## config.mk

```make
export PLATFORM = sky130hd
export DESIGN_NAME = sparse_weight_table_l1_normalize
export DESIGN_NICKNAME = d
export VERILOG_FILES = /design/src/rtl/core/swt_pkg.sv /design/src/rtl/core/sparse_weight_table_l1_normalize.sv /design/src/rtl/core/swt_mem.sv /design/src/rtl/core/swt_div.sv
export SDC_FILE = /design/constraint.sdc
export NUM_CORES = 2
export LEC_CHECK = 0
export BUFFER_PORTS_ARGS = -buffer_cell sky130_fd_sc_hd__buf_4
export CELL_PAD_IN_SITES_DETAIL_PLACEMENT = 0
export CELL_PAD_IN_SITES_GLOBAL_PLACEMENT = 2
export CORE_UTILIZATION = 50
export DETAILED_ROUTE_END_ITERATION = 7
export GPL_TIMING_DRIVEN = 0
export PLACE_DENSITY_LB_ADDON = 0.1
export SKIP_LAST_GASP = 1
export SLEW_MARGIN = 10
export SYNTH_ARGS = -nofsm -noshare
export SYNTH_HDL_FRONTEND = slang
export SYNTH_SLANG_ARGS = --single-unit
```

## constraint.sdc

```tcl
create_clock -name i_clk -period 14.7 [get_ports i_clk]
set_input_delay 2.94 -clock i_clk [delete_from_list [all_inputs] [get_ports i_clk]]
set_output_delay 2.94 -clock i_clk [all_outputs]
set_load 0.02 [all_outputs]
```

## src/rtl/core/swt_pkg.sv

```systemverilog
package swt_pkg;

    // Table geometry
    localparam int TABLE_DEPTH = 64;
    localparam int ID_BITS     = 20;

    // Port field widths
    localparam int ID_FIELD_W = 20;
    localparam int WT_W       = 32;
    localparam int OP_W       = 2;
    localparam int STATUS_W   = 3;

    // Derived widths
    localparam int KEY_W     = (ID_BITS < ID_FIELD_W) ? ID_BITS : ID_FIELD_W;
    localparam int IDX_W     = $clog2(TABLE_DEPTH);
    localparam int CNT_W     = $clog2(TABLE_DEPTH + 1);
    localparam int SUM_W     = WT_W + $clog2(TABLE_DEPTH);
    localparam int FRAC_BITS = 16;
    localparam int QUO_W     = FRAC_BITS + 1;
    localparam int DIV_CNT_W = $clog2(QUO_W);

    // Opcodes
    localparam logic [OP_W-1:0] OP_ADD        = 2'd0;
    localparam logic [OP_W-1:0] OP_ADD_ABSENT = 2'd1;
    localparam logic [OP_W-1:0] OP_NORM       = 2'd2;

    // Result status codes
    localparam logic [STATUS_W-1:0] ST_ACCUM    = 3'd0;
    localparam logic [STATUS_W-1:0] ST_INSERTED = 3'd1;
    localparam logic [STATUS_W-1:0] ST_PRESENT  = 3'd2;
    localparam logic [STATUS_W-1:0] ST_FULL     = 3'd3;
    localparam logic [STATUS_W-1:0] ST_NORM     = 3'd4;

    // One table entry
    typedef struct packed {
        logic [KEY_W-1:0]       key;
        logic signed [WT_W-1:0] wt;
    } t_entry;

    // Table memory access: one write and one read
    typedef struct packed {
        logic             we;
        logic [IDX_W-1:0] waddr;
        t_entry           wdata;
        logic [IDX_W-1:0] raddr;
    } t_mem_req;

    // Divider request and response
    typedef struct packed {
        logic             start;
        logic [WT_W-1:0]  mag;
        logic [SUM_W-1:0] sum;
    } t_div_req;

    typedef struct packed {
        logic             done;
        logic [QUO_W-1:0] quo;
    } t_div_rsp;

endpackage

```

## src/rtl/core/sparse_weight_table_l1_normalize.sv

```systemverilog
// Add weight / add if absent: scan entries in key order, then shift entries up and insert if absent;
// the result strobe is registered and comes in the cycle after the last step.
// Normalize: sum the L1 magnitudes, then per entry one memory read plus a 17-step restoring
// divider; with a zero sum each entry is emitted unchanged. Empty table: no result is emitted.
// One item at a time through the single-read, single-write table memory; busy holds off start.
// Synchronous active-low reset clears the entry count and control; table contents stay undefined.
module sparse_weight_table_l1_normalize import swt_pkg::*; (
    input  logic                         i_clk,
    input  logic                         i_rst_n,
    input  logic                         start,
    input  logic [OP_W-1:0]              i_opcode,
    input  logic [ID_FIELD_W-1:0]        i_word_id,
    input  logic signed [WT_W-1:0]       i_weight_in,
    output logic                         busy,
    output logic                         o_strobe,
    output logic [STATUS_W-1:0]          o_status,
    output logic [ID_FIELD_W-1:0]        o_entry_id,
    output logic signed [WT_W-1:0]       o_entry_weight,
    output logic                         o_last
);

    typedef enum logic [6:0] {
        S_IDLE  = 7'b0000001,
        S_SRCH  = 7'b0000010,
        S_SHIFT = 7'b0000100,
        S_PUT   = 7'b0001000,
        S_SUM   = 7'b0010000,
        S_NLD   = 7'b0100000,
        S_DIV   = 7'b1000000
    } t_state;

    t_state r_state, n_state;

    logic [OP_W-1:0]        r_op, n_op;
    logic [KEY_W-1:0]       r_key, n_key;
    logic signed [WT_W-1:0] r_win, n_win;
    logic [CNT_W-1:0]       r_count, n_count;
    logic [IDX_W-1:0]       r_idx, n_idx;
    logic [IDX_W-1:0]       r_pos, n_pos;
    logic [SUM_W-1:0]       r_sum, n_sum;
    logic [KEY_W-1:0]       r_ekey, n_ekey;
    logic                   r_neg, n_neg;

    logic                   r_strobe, n_strobe;
    logic [STATUS_W-1:0]    r_status, n_status;
    logic [KEY_W-1:0]       r_id, n_id;
    logic signed [WT_W-1:0] r_wt, n_wt;
    logic                   r_last, n_last;

    t_mem_req mem_req;
    t_entry   rd_data;
    t_div_req div_req;
    t_div_rsp div_rsp;

    logic [CNT_W-1:0] idx_nx;
    logic [CNT_W-1:0] count_m1;
    logic             is_last;
    logic             is_full;
    logic             hit;
    logic             above;
    logic [WT_W-1:0]  q_ext;
    logic [WT_W-1:0]  norm_wt;

    function automatic logic signed [WT_W-1:0] f_sat_add(
        input logic signed [WT_W-1:0] a,
        input logic signed [WT_W-1:0] b
    );
        logic signed [WT_W:0] s;
        s = {a[WT_W-1], a} + {b[WT_W-1], b};
        if (s[WT_W] != s[WT_W-1]) begin
            return s[WT_W] ? {1'b1, {(WT_W-1){1'b0}}} : {1'b0, {(WT_W-1){1'b1}}};
        end
        return s[WT_W-1:0];
    endfunction

    function automatic logic [WT_W-1:0] f_mag(input logic signed [WT_W-1:0] w);
        return w[WT_W-1] ? unsigned'(~w + WT_W'(1)) : unsigned'(w);
    endfunction

    swt_mem u_mem (
        .i_clk     (i_clk),
        .i_req     (mem_req),
        .o_rd_data (rd_data)
    );

    swt_div u_div (
        .i_clk   (i_clk),
        .i_rst_n (i_rst_n),
        .i_req   (div_req),
        .o_rsp   (div_rsp)
    );

    // Position helpers
    assign idx_nx   = CNT_W'(r_idx) + CNT_W'(1);
    assign count_m1 = r_count - CNT_W'(1);
    assign is_last  = (idx_nx == r_count);
    assign is_full  = (r_count == CNT_W'(TABLE_DEPTH));
    assign hit      = (rd_data.key == r_key);
    assign above    = (rd_data.key > r_key);

    // Apply sign to the divider quotient
    assign q_ext   = WT_W'(div_rsp.quo);
    assign norm_wt = r_neg ? (~q_ext + WT_W'(1)) : q_ext;

    // Sequencer
    always_comb begin
        n_state  = r_state;
        n_op     = r_op;
        n_key    = r_key;
        n_win    = r_win;
        n_count  = r_count;
        n_idx    = r_idx;
        n_pos    = r_pos;
        n_sum    = r_sum;
        n_ekey   = r_ekey;
        n_neg    = r_neg;
        n_strobe = 1'b0;
        n_status = r_status;
        n_id     = r_id;
        n_wt     = r_wt;
        n_last   = r_last;

        mem_req.we    = 1'b0;
        mem_req.waddr = r_idx;
        mem_req.wdata = rd_data;
        mem_req.raddr = r_idx + IDX_W'(1);

        div_req.start = 1'b0;
        div_req.mag   = f_mag(rd_data.wt);
        div_req.sum   = r_sum;

        unique case (r_state)
            S_IDLE: begin
                mem_req.raddr = '0;
                if (start) begin
                    n_op  = i_opcode;
                    n_key = KEY_W'(i_word_id);
                    n_win = i_weight_in;
                    n_idx = '0;
                    unique case (i_opcode) inside
                        OP_ADD, OP_ADD_ABSENT: begin
                            if (r_count == '0) begin
                                n_pos   = '0;
                                n_state = S_PUT;
                            end else begin
                                n_state = S_SRCH;
                            end
                        end
                        OP_NORM: begin
                            n_sum = '0;
                            if (r_count != '0) begin
                                n_state = S_SUM;
                            end
                        end
                        default: begin
                        end
                    endcase
                end
            end

            // Scan in key order until the key is found or passed, or the last entry is read
            S_SRCH: begin
                if (hit) begin
                    n_strobe = 1'b1;
                    n_id     = r_key;
                    n_last   = 1'b1;
                    n_state  = S_IDLE;
                    if (r_op == OP_ADD) begin
                        mem_req.we       = 1'b1;
                        mem_req.wdata.wt = f_sat_add(rd_data.wt, r_win);
                        n_status         = ST_ACCUM;
                        n_wt             = f_sat_add(rd_data.wt, r_win);
                    end else begin
                        n_status = ST_PRESENT;
                        n_wt     = rd_data.wt;
                    end
                end else if (above || is_last) begin
                    if (is_full) begin
                        n_strobe = 1'b1;
                        n_status = ST_FULL;
                        n_id     = r_key;
                        n_wt     = '0;
                        n_last   = 1'b1;
                        n_state  = S_IDLE;
                    end else if (!above) begin
                        n_pos   = r_count[IDX_W-1:0];
                        n_state = S_PUT;
                    end else begin
                        n_pos         = r_idx;
                        mem_req.raddr = count_m1[IDX_W-1:0];
                        n_idx         = count_m1[IDX_W-1:0];
                        n_state       = S_SHIFT;
                    end
                end else begin
                    n_idx = r_idx + IDX_W'(1);
                end
            end

            // Move entries up by one, from the top down to the insert point
            S_SHIFT: begin
                mem_req.we    = 1'b1;
                mem_req.waddr = r_idx + IDX_W'(1);
                mem_req.wdata = rd_data;
                if (r_idx == r_pos) begin
                    n_state = S_PUT;
                end else begin
                    mem_req.raddr = r_idx - IDX_W'(1);
                    n_idx         = r_idx - IDX_W'(1);
                end
            end

            // Write the new entry
            S_PUT: begin
                mem_req.we       = 1'b1;
                mem_req.waddr    = r_pos;
                mem_req.wdata.key = r_key;
                mem_req.wdata.wt  = r_win;
                n_count  = r_count + CNT_W'(1);
                n_strobe = 1'b1;
                n_status = ST_INSERTED;
                n_id     = r_key;
                n_wt     = r_win;
                n_last   = 1'b1;
                n_state  = S_IDLE;
            end

            // Accumulate the L1 sum over all entries
            S_SUM: begin
                n_sum = r_sum + SUM_W'(f_mag(rd_data.wt));
                if (is_last) begin
                    mem_req.raddr = '0;
                    n_idx         = '0;
                    n_state       = S_NLD;
                end else begin
                    n_idx = r_idx + IDX_W'(1);
                end
            end

            // Entry loaded: emit it as is, or start its division
            S_NLD: begin
                n_ekey = rd_data.key;
                n_neg  = rd_data.wt[WT_W-1];
                if (r_sum == '0) begin
                    n_strobe = 1'b1;
                    n_status = ST_NORM;
                    n_id     = rd_data.key;
                    n_wt     = rd_data.wt;
                    n_last   = is_last;
                    if (is_last) begin
                        n_state = S_IDLE;
                    end else begin
                        n_idx = r_idx + IDX_W'(1);
                    end
                end else begin
                    div_req.start = 1'b1;
                    n_state       = S_DIV;
                end
            end

            // Write back the normalized weight and emit it
            S_DIV: begin
                if (div_rsp.done) begin
                    mem_req.we        = 1'b1;
                    mem_req.waddr     = r_idx;
                    mem_req.wdata.key = r_ekey;
                    mem_req.wdata.wt  = signed'(norm_wt);
                    n_strobe = 1'b1;
                    n_status = ST_NORM;
                    n_id     = r_ekey;
                    n_wt     = signed'(norm_wt);
                    n_last   = is_last;
                    if (is_last) begin
                        n_state = S_IDLE;
                    end else begin
                        n_idx   = r_idx + IDX_W'(1);
                        n_state = S_NLD;
                    end
                end
            end

            default: begin
                n_state = S_IDLE;
            end
        endcase
    end

    // Control registers
    always_ff @(posedge i_clk) begin
        if (!i_rst_n) begin
            r_state  <= S_IDLE;
            r_count  <= '0;
            r_strobe <= 1'b0;
        end else begin
            r_state  <= n_state;
            r_count  <= n_count;
            r_strobe <= n_strobe;
        end
    end

    // Payload registers
    always_ff @(posedge i_clk) begin
        r_op     <= n_op;
        r_key    <= n_key;
        r_win    <= n_win;
        r_idx    <= n_idx;
        r_pos    <= n_pos;
        r_sum    <= n_sum;
        r_ekey   <= n_ekey;
        r_neg    <= n_neg;
        r_status <= n_status;
        r_id     <= n_id;
        r_wt     <= n_wt;
        r_last   <= n_last;
    end

    assign busy           = (r_state != S_IDLE);
    assign o_strobe       = r_strobe;
    assign o_status       = r_status;
    assign o_entry_id     = ID_FIELD_W'(r_id);
    assign o_entry_weight = r_wt;
    assign o_last         = r_last;

endmodule

```

## src/rtl/core/swt_mem.sv

```systemverilog
module swt_mem import swt_pkg::*; (
    input  logic     i_clk,
    input  t_mem_req i_req,
    output t_entry   o_rd_data
);

    t_entry r_mem [TABLE_DEPTH];
    t_entry r_rd_data;

    // Write one entry, read one entry with registered data
    always_ff @(posedge i_clk) begin
        if (i_req.we) begin
            r_mem[i_req.waddr] <= i_req.wdata;
        end
        r_rd_data <= r_mem[i_req.raddr];
    end

    assign o_rd_data = r_rd_data;

endmodule

```

## src/rtl/core/swt_div.sv

```systemverilog
module swt_div import swt_pkg::*; (
    input  logic     i_clk,
    input  logic     i_rst_n,
    input  t_div_req i_req,
    output t_div_rsp o_rsp
);

    logic                 r_busy;
    logic                 r_done;
    logic [DIV_CNT_W-1:0] r_cnt;
    logic [SUM_W-1:0]     r_rem;
    logic                 r_inb;
    logic [QUO_W-1:0]     r_quo;
    logic [SUM_W-1:0]     r_dvs;

    logic [SUM_W:0]   trial;
    logic [SUM_W:0]   diff;
    logic             qbit;
    logic [SUM_W-1:0] n_rem;

    // One restoring step: shift in a dividend bit, subtract if it fits
    always_comb begin
        trial = {r_rem, r_inb};
        diff  = trial - {1'b0, r_dvs};
        qbit  = (trial >= {1'b0, r_dvs});
        n_rem = qbit ? diff[SUM_W-1:0] : trial[SUM_W-1:0];
    end

    // Control: count the quotient bits, pulse done after the last
    always_ff @(posedge i_clk) begin
        if (!i_rst_n) begin
            r_busy <= 1'b0;
            r_done <= 1'b0;
        end else begin
            r_done <= 1'b0;
            if (i_req.start) begin
                r_busy <= 1'b1;
            end else if (r_busy && (r_cnt == '0)) begin
                r_busy <= 1'b0;
                r_done <= 1'b1;
            end
        end
    end

    // Datapath: the quotient has one integer bit, set only when mag equals sum, since mag never exceeds sum
    always_ff @(posedge i_clk) begin
        if (i_req.start) begin
            r_cnt <= DIV_CNT_W'(QUO_W - 1);
            r_rem <= SUM_W'(i_req.mag >> 1);
            r_inb <= i_req.mag[0];
            r_quo <= '0;
            r_dvs <= i_req.sum;
        end else if (r_busy) begin
            r_cnt <= r_cnt - DIV_CNT_W'(1);
            r_rem <= n_rem;
            r_inb <= 1'b0;
            r_quo <= {r_quo[QUO_W-2:0], qbit};
        end
    end

    assign o_rsp.done = r_done;
    assign o_rsp.quo  = r_quo;

endmodule

```

Yosys cells after proc, flatten, opt, wreduce, memory -nomap -nowiden

Memories as Yosys holds them, arrays and structs flattened. A register that Yosys moved wholly into a read port is not among the register bits.
Index checks and enable logic that the tools add are counted.

$add $sub $neg: 11
Magnitude comparators: 2
Equal/unequal tests: 34
Multiplexer cells: 103
Bitwise logic cells: 3
Reduce and logical (&&, ||, !) cells: 23

Operator list:

| operator                                                         | count |
|---|---|
| 32-bit two-way mux                                               | 12 |
| 6-bit two-way mux                                                | 23 |
| 32-bit case mux with 4 select lines                              | 1 |
| 38-bit two-way mux                                               | 3 |
| 20-bit two-way mux                                               | 5 |
| 32-bit case mux with 3 select lines                              | 1 |
| 20-bit case mux with 4 select lines                              | 1 |
| 26-bit case mux with 3 select lines                              | 1 |
| 38-bit case mux with 2 select lines                              | 1 |
| 7-bit two-way mux                                                | 9 |
| 31-bit two-way mux                                               | 2 |
| 59-bit two-way mux                                               | 1 |
| 7-bit case mux with 6 select lines                               | 1 |
| 39-bit by 38-bit greater-or-equal comparator with 1-bit output   | 1 |
| 38-bit by 32-bit adder with 38-bit output                        | 1 |
| 38-bit zero test                                                 | 1 |
| 38-bit subtractor                                                | 1 |
| 6-bit case mux with 6 select lines                               | 1 |
| 32-bit by 32-bit adder with 33-bit output                        | 1 |
| 32-bit by 1-bit adder with 32-bit output (second input constant) | 1 |
| 32-bit by 2-bit adder with 32-bit output (second input constant) | 1 |
| 17-bit NOT with 32-bit output                                    | 1 |
| 32-bit NOT                                                       | 1 |
| 1-bit two-way mux                                                | 25 |
| other kinds (49)                                                 | 80 |

Bits in registers: 297
RAM bits: 3328
Input port bits: 57
Output and inout port bits: 58
Word-level logic and storage cells: 200
Memories: 1

Memory list:

| memory      | depth | bits a word | rd ports | clocked after Yosys merged registers in | wr ports | RTL line     | text |
|---|---|---|---|---|---|---|---|
| u_mem.r_mem | 64    | 52          | 1        | 1                                       | 1        | swt_mem.sv:7 | `t_entry r_mem [TABLE_DEPTH];` |

Longest topological paths before layout

Depth after elaboration: 10
Gate-level depth with buffers: 20

Cells and area by module

Synthesis repeated with hierarchy kept, for this count alone.

Cell total of the unflattened synthesis: 7825
Area total of the unflattened synthesis: 148986.6 um^2

By module, submodules not included:

| module                           | times used | cells each | area an instance (um^2) |
|---|---|---|---|
| swt_mem                          | 1          | 5449       | 126958.0 |
| sparse_weight_table_l1_normalize | 1          | 1759       | 15561.2 |
| swt_div                          | 1          | 617        | 6467.5 |

Worst setup path before layout

No wires, ideal clock.

Kind: reg2reg
Start: reg, netlist name u_mem.o_rd_data[0]
End: mem u_mem.r_mem[0][14] in the netlist's numbering (data pin)
Arrival: 6.415 ns
Setup slack: 7.544 ns
Stages on the path, launching flop included: 17
Buffers on the path: 2
Clock period less this slack: 7.156 ns
Cell sequence: dfxtp_1 > ha_1 > inv_1 > fa_1 > nand2b_1 > a21oi_1 > o22ai_1 > a211oi_1 > o211a_1 > o2111ai_1 > a22o_1 > o21a_1 > clkbuf_1 > o21ai_1 > clkbuf_1 > nor2_1 > a221oi_1

RTL lines:

| item             | RTL line |
|---|---|
| end: declaration | swt_mem.sv:7 |

Worst setup path in the final report

Start: reg r_key[15]
End: reg, netlist name u_mem.o_rd_data[33]

Word-level cells in the longest chain between the ends: 6
Elaborated cells on any way between the ends: 8
Classes of those cells: order compare: 1; eq/ne: 1; mux: 5; reduce/logical: 1

RTL lines:

| item                                   | RTL line                                | text |
|---|---|---|
| start: declaration                     | sparse_weight_table_l1_normalize.sv:35  | `logic [KEY_W-1:0] r_key, n_key;` |
| start signal: assignment               | sparse_weight_table_l1_normalize.sv:303 | `r_key <= n_key;` |
| 20-bit > comparator                    | sparse_weight_table_l1_normalize.sv:99  | `assign above = (rd_data.key > r_key);` |
| 6-bit two-way mux                      | sparse_weight_table_l1_normalize.sv:185 | `end else if (!above) begin` |
| 6-bit two-way mux                      | sparse_weight_table_l1_normalize.sv:178 | `if (is_full) begin` |
| 6-bit two-way mux                      | sparse_weight_table_l1_normalize.sv:177 | `end else if (above \|\| is_last) begin` |
| 6-bit two-way mux (*)                  | sparse_weight_table_l1_normalize.sv:163 | `if (hit) begin` |
| 6-bit case mux with 4 select lines (*) | sparse_weight_table_l1_normalize.sv:132 | `unique case (r_state)` |

Every way passes the cells marked *; elsewhere a longest branch is shown, timed or not.
A chain may end at the register's enable or synchronous reset.

==> impl_results.md <==
* Kind of end point of the critical path: register
* Post-CTS Hold Buffers at 0
* Die Wd at 559 µm
* Number of post-CTS setup repair buffers at 0
* Crit Path Category: register to register
* Post_cts resized at 0
* Routed WL at 584000 µm
* Crit start category: register
* Fill cells at 24200
* Rows at 204
* Slew Limit Fails at 14
* Total GRT Usage at 36.8%
* Total number of vias at 109000
* Antenna-violating nets left at 0
* Synth Cell Area at 0.155 mm²
* Core area at 0.309 mm²
* CTS buffer count at 390
* 1st-iter DRT viols at 16100
* IO buf count at 114
* Final Hold Viols at 0
* Post-route design area at 0.181 mm²
* Dpl ws at 6.95 ns
* Max Root-Sink Buffers at 4
* Latest clock arrival within the worst-skew pair at 1.01 ns
* Clock Tree Root: clkbuf_16
* Overflow after GRT at 0
* Fraction of registers with async set/reset at 0%
* Cells after Synth at 11100
* Non-Filler Instances at 16500
* Critical path data required time at 15.43 ns
* HP Class: register to register
* Setup Viol. Count Final at 0
* Failing checks: capacitance limit, slew limit
* Drc violations at 0
* FMAX at 122 MHz
* Slew HR at -12.5%
* Global-route wire length before repair at 799000 µm
* Die H at 559 µm
* Antenna violations before repair at 126
* Largest net degree at the start of global routing at 65
* TritonCTS clock tree: built
* # Max-Cap Violations at 3
* Placer congestion estimate at 0.963
* Synth Flop Type: edfxtp_1
* Post-layout minimum cycle time at 8.19 ns
* Skew final at 0.0651 ns
* EDFF count, synth at 3579
* Crit path DAT at 8.92 ns
* Cell Count Post-Placement at 15600
* Placed Area at 0.168 mm²
* Drt wl/cell at 35.3 µm
* H-Tree Depth at 5
* Share of cells above drive strength 1 at 11.0%
* Drt via density at 6.56
* Worst setup margin at 6.51 ns
* # IOs at 115
* Register area share after synthesis at 70.6%
* Storage element area at 0.109 mm²
* Yosys warns at 0
* Worst-Margin Slew at 1.67 ns
* Synth Register Bits at 3677
* Syn Area/Cell at 14.0 µm²
* Worst-path fanout max at 10
* Vias in the first global route at 102000
* # clock sinks at 3677
* Final #Nets at 12100
* Area Overhead vs Synth at 17.1%
* Clk slew on worst S/H paths at 0.06 ns
* HPWL after DPL at 433000 µm
* Die area at 0.312 mm²
* Setup TNS at 0 ns
* DRT Pass-1 Iters at 8
* Final worst path period share at 55.7%
* Starting Density at 50.2%
* Multi-input logic area at 0.0430 mm²
* Synth Net Count at 11300
* RSZ-0062 raised after global routing: no
* Distinct cell type count of the synthesized netlist at 82
* Outcome: finished, violations left
[cell usage after synthesis (9+ instances only)]
library cell,instances,area share [%]
or3_1,21,0.085
a21boi_0,12,0.058
clkbuf_1,708,1.7
nand2_1,1885,4.6
o41ai_1,10,0.057
a31oi_1,14,0.057
nor3b_1,530,2.6
nor2b_1,23,0.093
a221oi_1,39,0.22
nor4_1,23,0.093
a22oi_1,46,0.22
xor2_1,58,0.33
inv_1,104,0.25
nor3_1,42,0.14
nor2_1,334,0.81
a211oi_1,856,4.1
and3_1,343,1.4
mux2i_1,44,0.28
nand2b_1,34,0.14
or2_2,11,0.044
a311oi_1,18,0.10
dfxtp_1,98,1.3
or4_1,61,0.30
o211ai_1,23,0.11
a21o_1,52,0.25
edfxtp_1,3579,69
ha_1,129,1.0
nand3_1,33,0.11
a222oi_1,9,0.058
buf_2,133,0.43
a311o_1,817,5.3
o22ai_1,26,0.10
buf_1,48,0.12
o31ai_1,38,0.18
nand4_1,19,0.077
o21bai_1,13,0.063
o221ai_1,12,0.068
a21oi_1,219,0.71
and2_1,23,0.093
a41oi_1,207,1.2
o21a_1,21,0.10
xnor2_1,98,0.55
o21ai_0,172,0.56
[registers in the layout, summed over array words and instances (netlist names), 32 cells and up]
name	cells
u_div.r_dvs	38
u_mem.o_rd_data	52
u_div.r_rem	38
o_entry_weight	32
r_win	32
u_mem.r_mem	3328
r_sum	38
[worst paths after layout]
| kind | from | to | slack [ns] | depth (start not counted) |
|---|---|---|---|---|
| min | r_sum[5] | u_div.r_dvs[5] | 0.49 | 0 |
| max | r_key[15] | u_mem.o_rd_data[33] | 6.51 | 15 |
| max reg2reg | r_key[15] | u_mem.o_rd_data[33] | 6.51 | 15 |
| min reg2reg | r_sum[5] | u_div.r_dvs[5] | 0.49 | 0 |
[worst max-delay path: stages (launching register included)]
cell and delay (ns):
edfxtp_1 0.38, inv_1 0.07, ha_1 0.32, nand4_1 0.19, nor3_1 0.93, a31oi_1 0.21, a21oi_1 0.50, a41oi_1 0.27
buf_2 0.30, nor2_2 0.81, buf_2 0.76, buf_2 0.54, clkbuf_1 0.52, a311o_1 0.38, a41oi_1 0.76, or4_1 0.96
[area by class of cell]
cell class / instances / area share, %
clock inverter: 231 / 1.20
sequential: 3677 / 60.3
clock buffer: 481 / 5.64
timing repair buffer: 402 / 3.79
antenna: 203 / 0.280
buffer: 904 / 2.02
tap: 4120 / 2.84
inverter: 105 / 0.217
multi-input combinational: 6407 / 23.7
[cells in the final DEF, fill, tap and decap left out, types with 42 or more instances in the layout]
cell type	count
clkbuf_1	770
inv_1	103
buf_16	82
buf_1	47
xor2_1	58
nor3b_1	529
a22oi_1	44
diode_2	203
buf_12	149
clkbuf_16	395
and3_1	343
nor2_4	67
buf_2	134
nor3_1	42
nor2_1	267
a41oi_2	58
dfxtp_1	98
or4_1	61
mux2i_1	44
nand2_1	1860
xnor2_1	98
a21o_1	52
clkinv_2	78
a41oi_1	149
ha_1	129
o21ai_0	165
a21oi_1	208
buf_4	123
clkinv_1	76
a311o_1	817
edfxtp_1	3579
a211oi_1	853
[cell families after synthesis]
family | after synthesis | synth area share, %
adder cells (fa/ha/maj) | 132 | 1.08
multiplexers | 46 | 0.299
AO/OA/AOI/OAI | 2669 | 13.9
flip-flops | 3677 | 70.6
AND/OR/NAND/NOR | 3404 | 10.6
buffers and inverters | 1009 | 2.60
XOR/XNOR | 156 | 0.882
[stage by stage]
step           hold WS, ns  utilization (%)
4_1_cts              0.482             58.6
3_5_place_dp         0.476             54.6
5_1_grt              0.487             58.7
3_3_place_gp         0.475             52.2
2_1_floorplan        0.432                -
6_report             0.487             58.8
[per-layer routing]
layer	vias to the layer above	routed length, µm	GRT usage, %
met4	24	28000	17.4
met5	-	164	0
li1	45700	-	-
met2	6084	257000	54.5
met1	55700	233000	51.3
met3	1002	65800	8.80
Power is not shown: default switching activity piles up to over one toggle a cycle in this logic, so the estimate is an artifact.
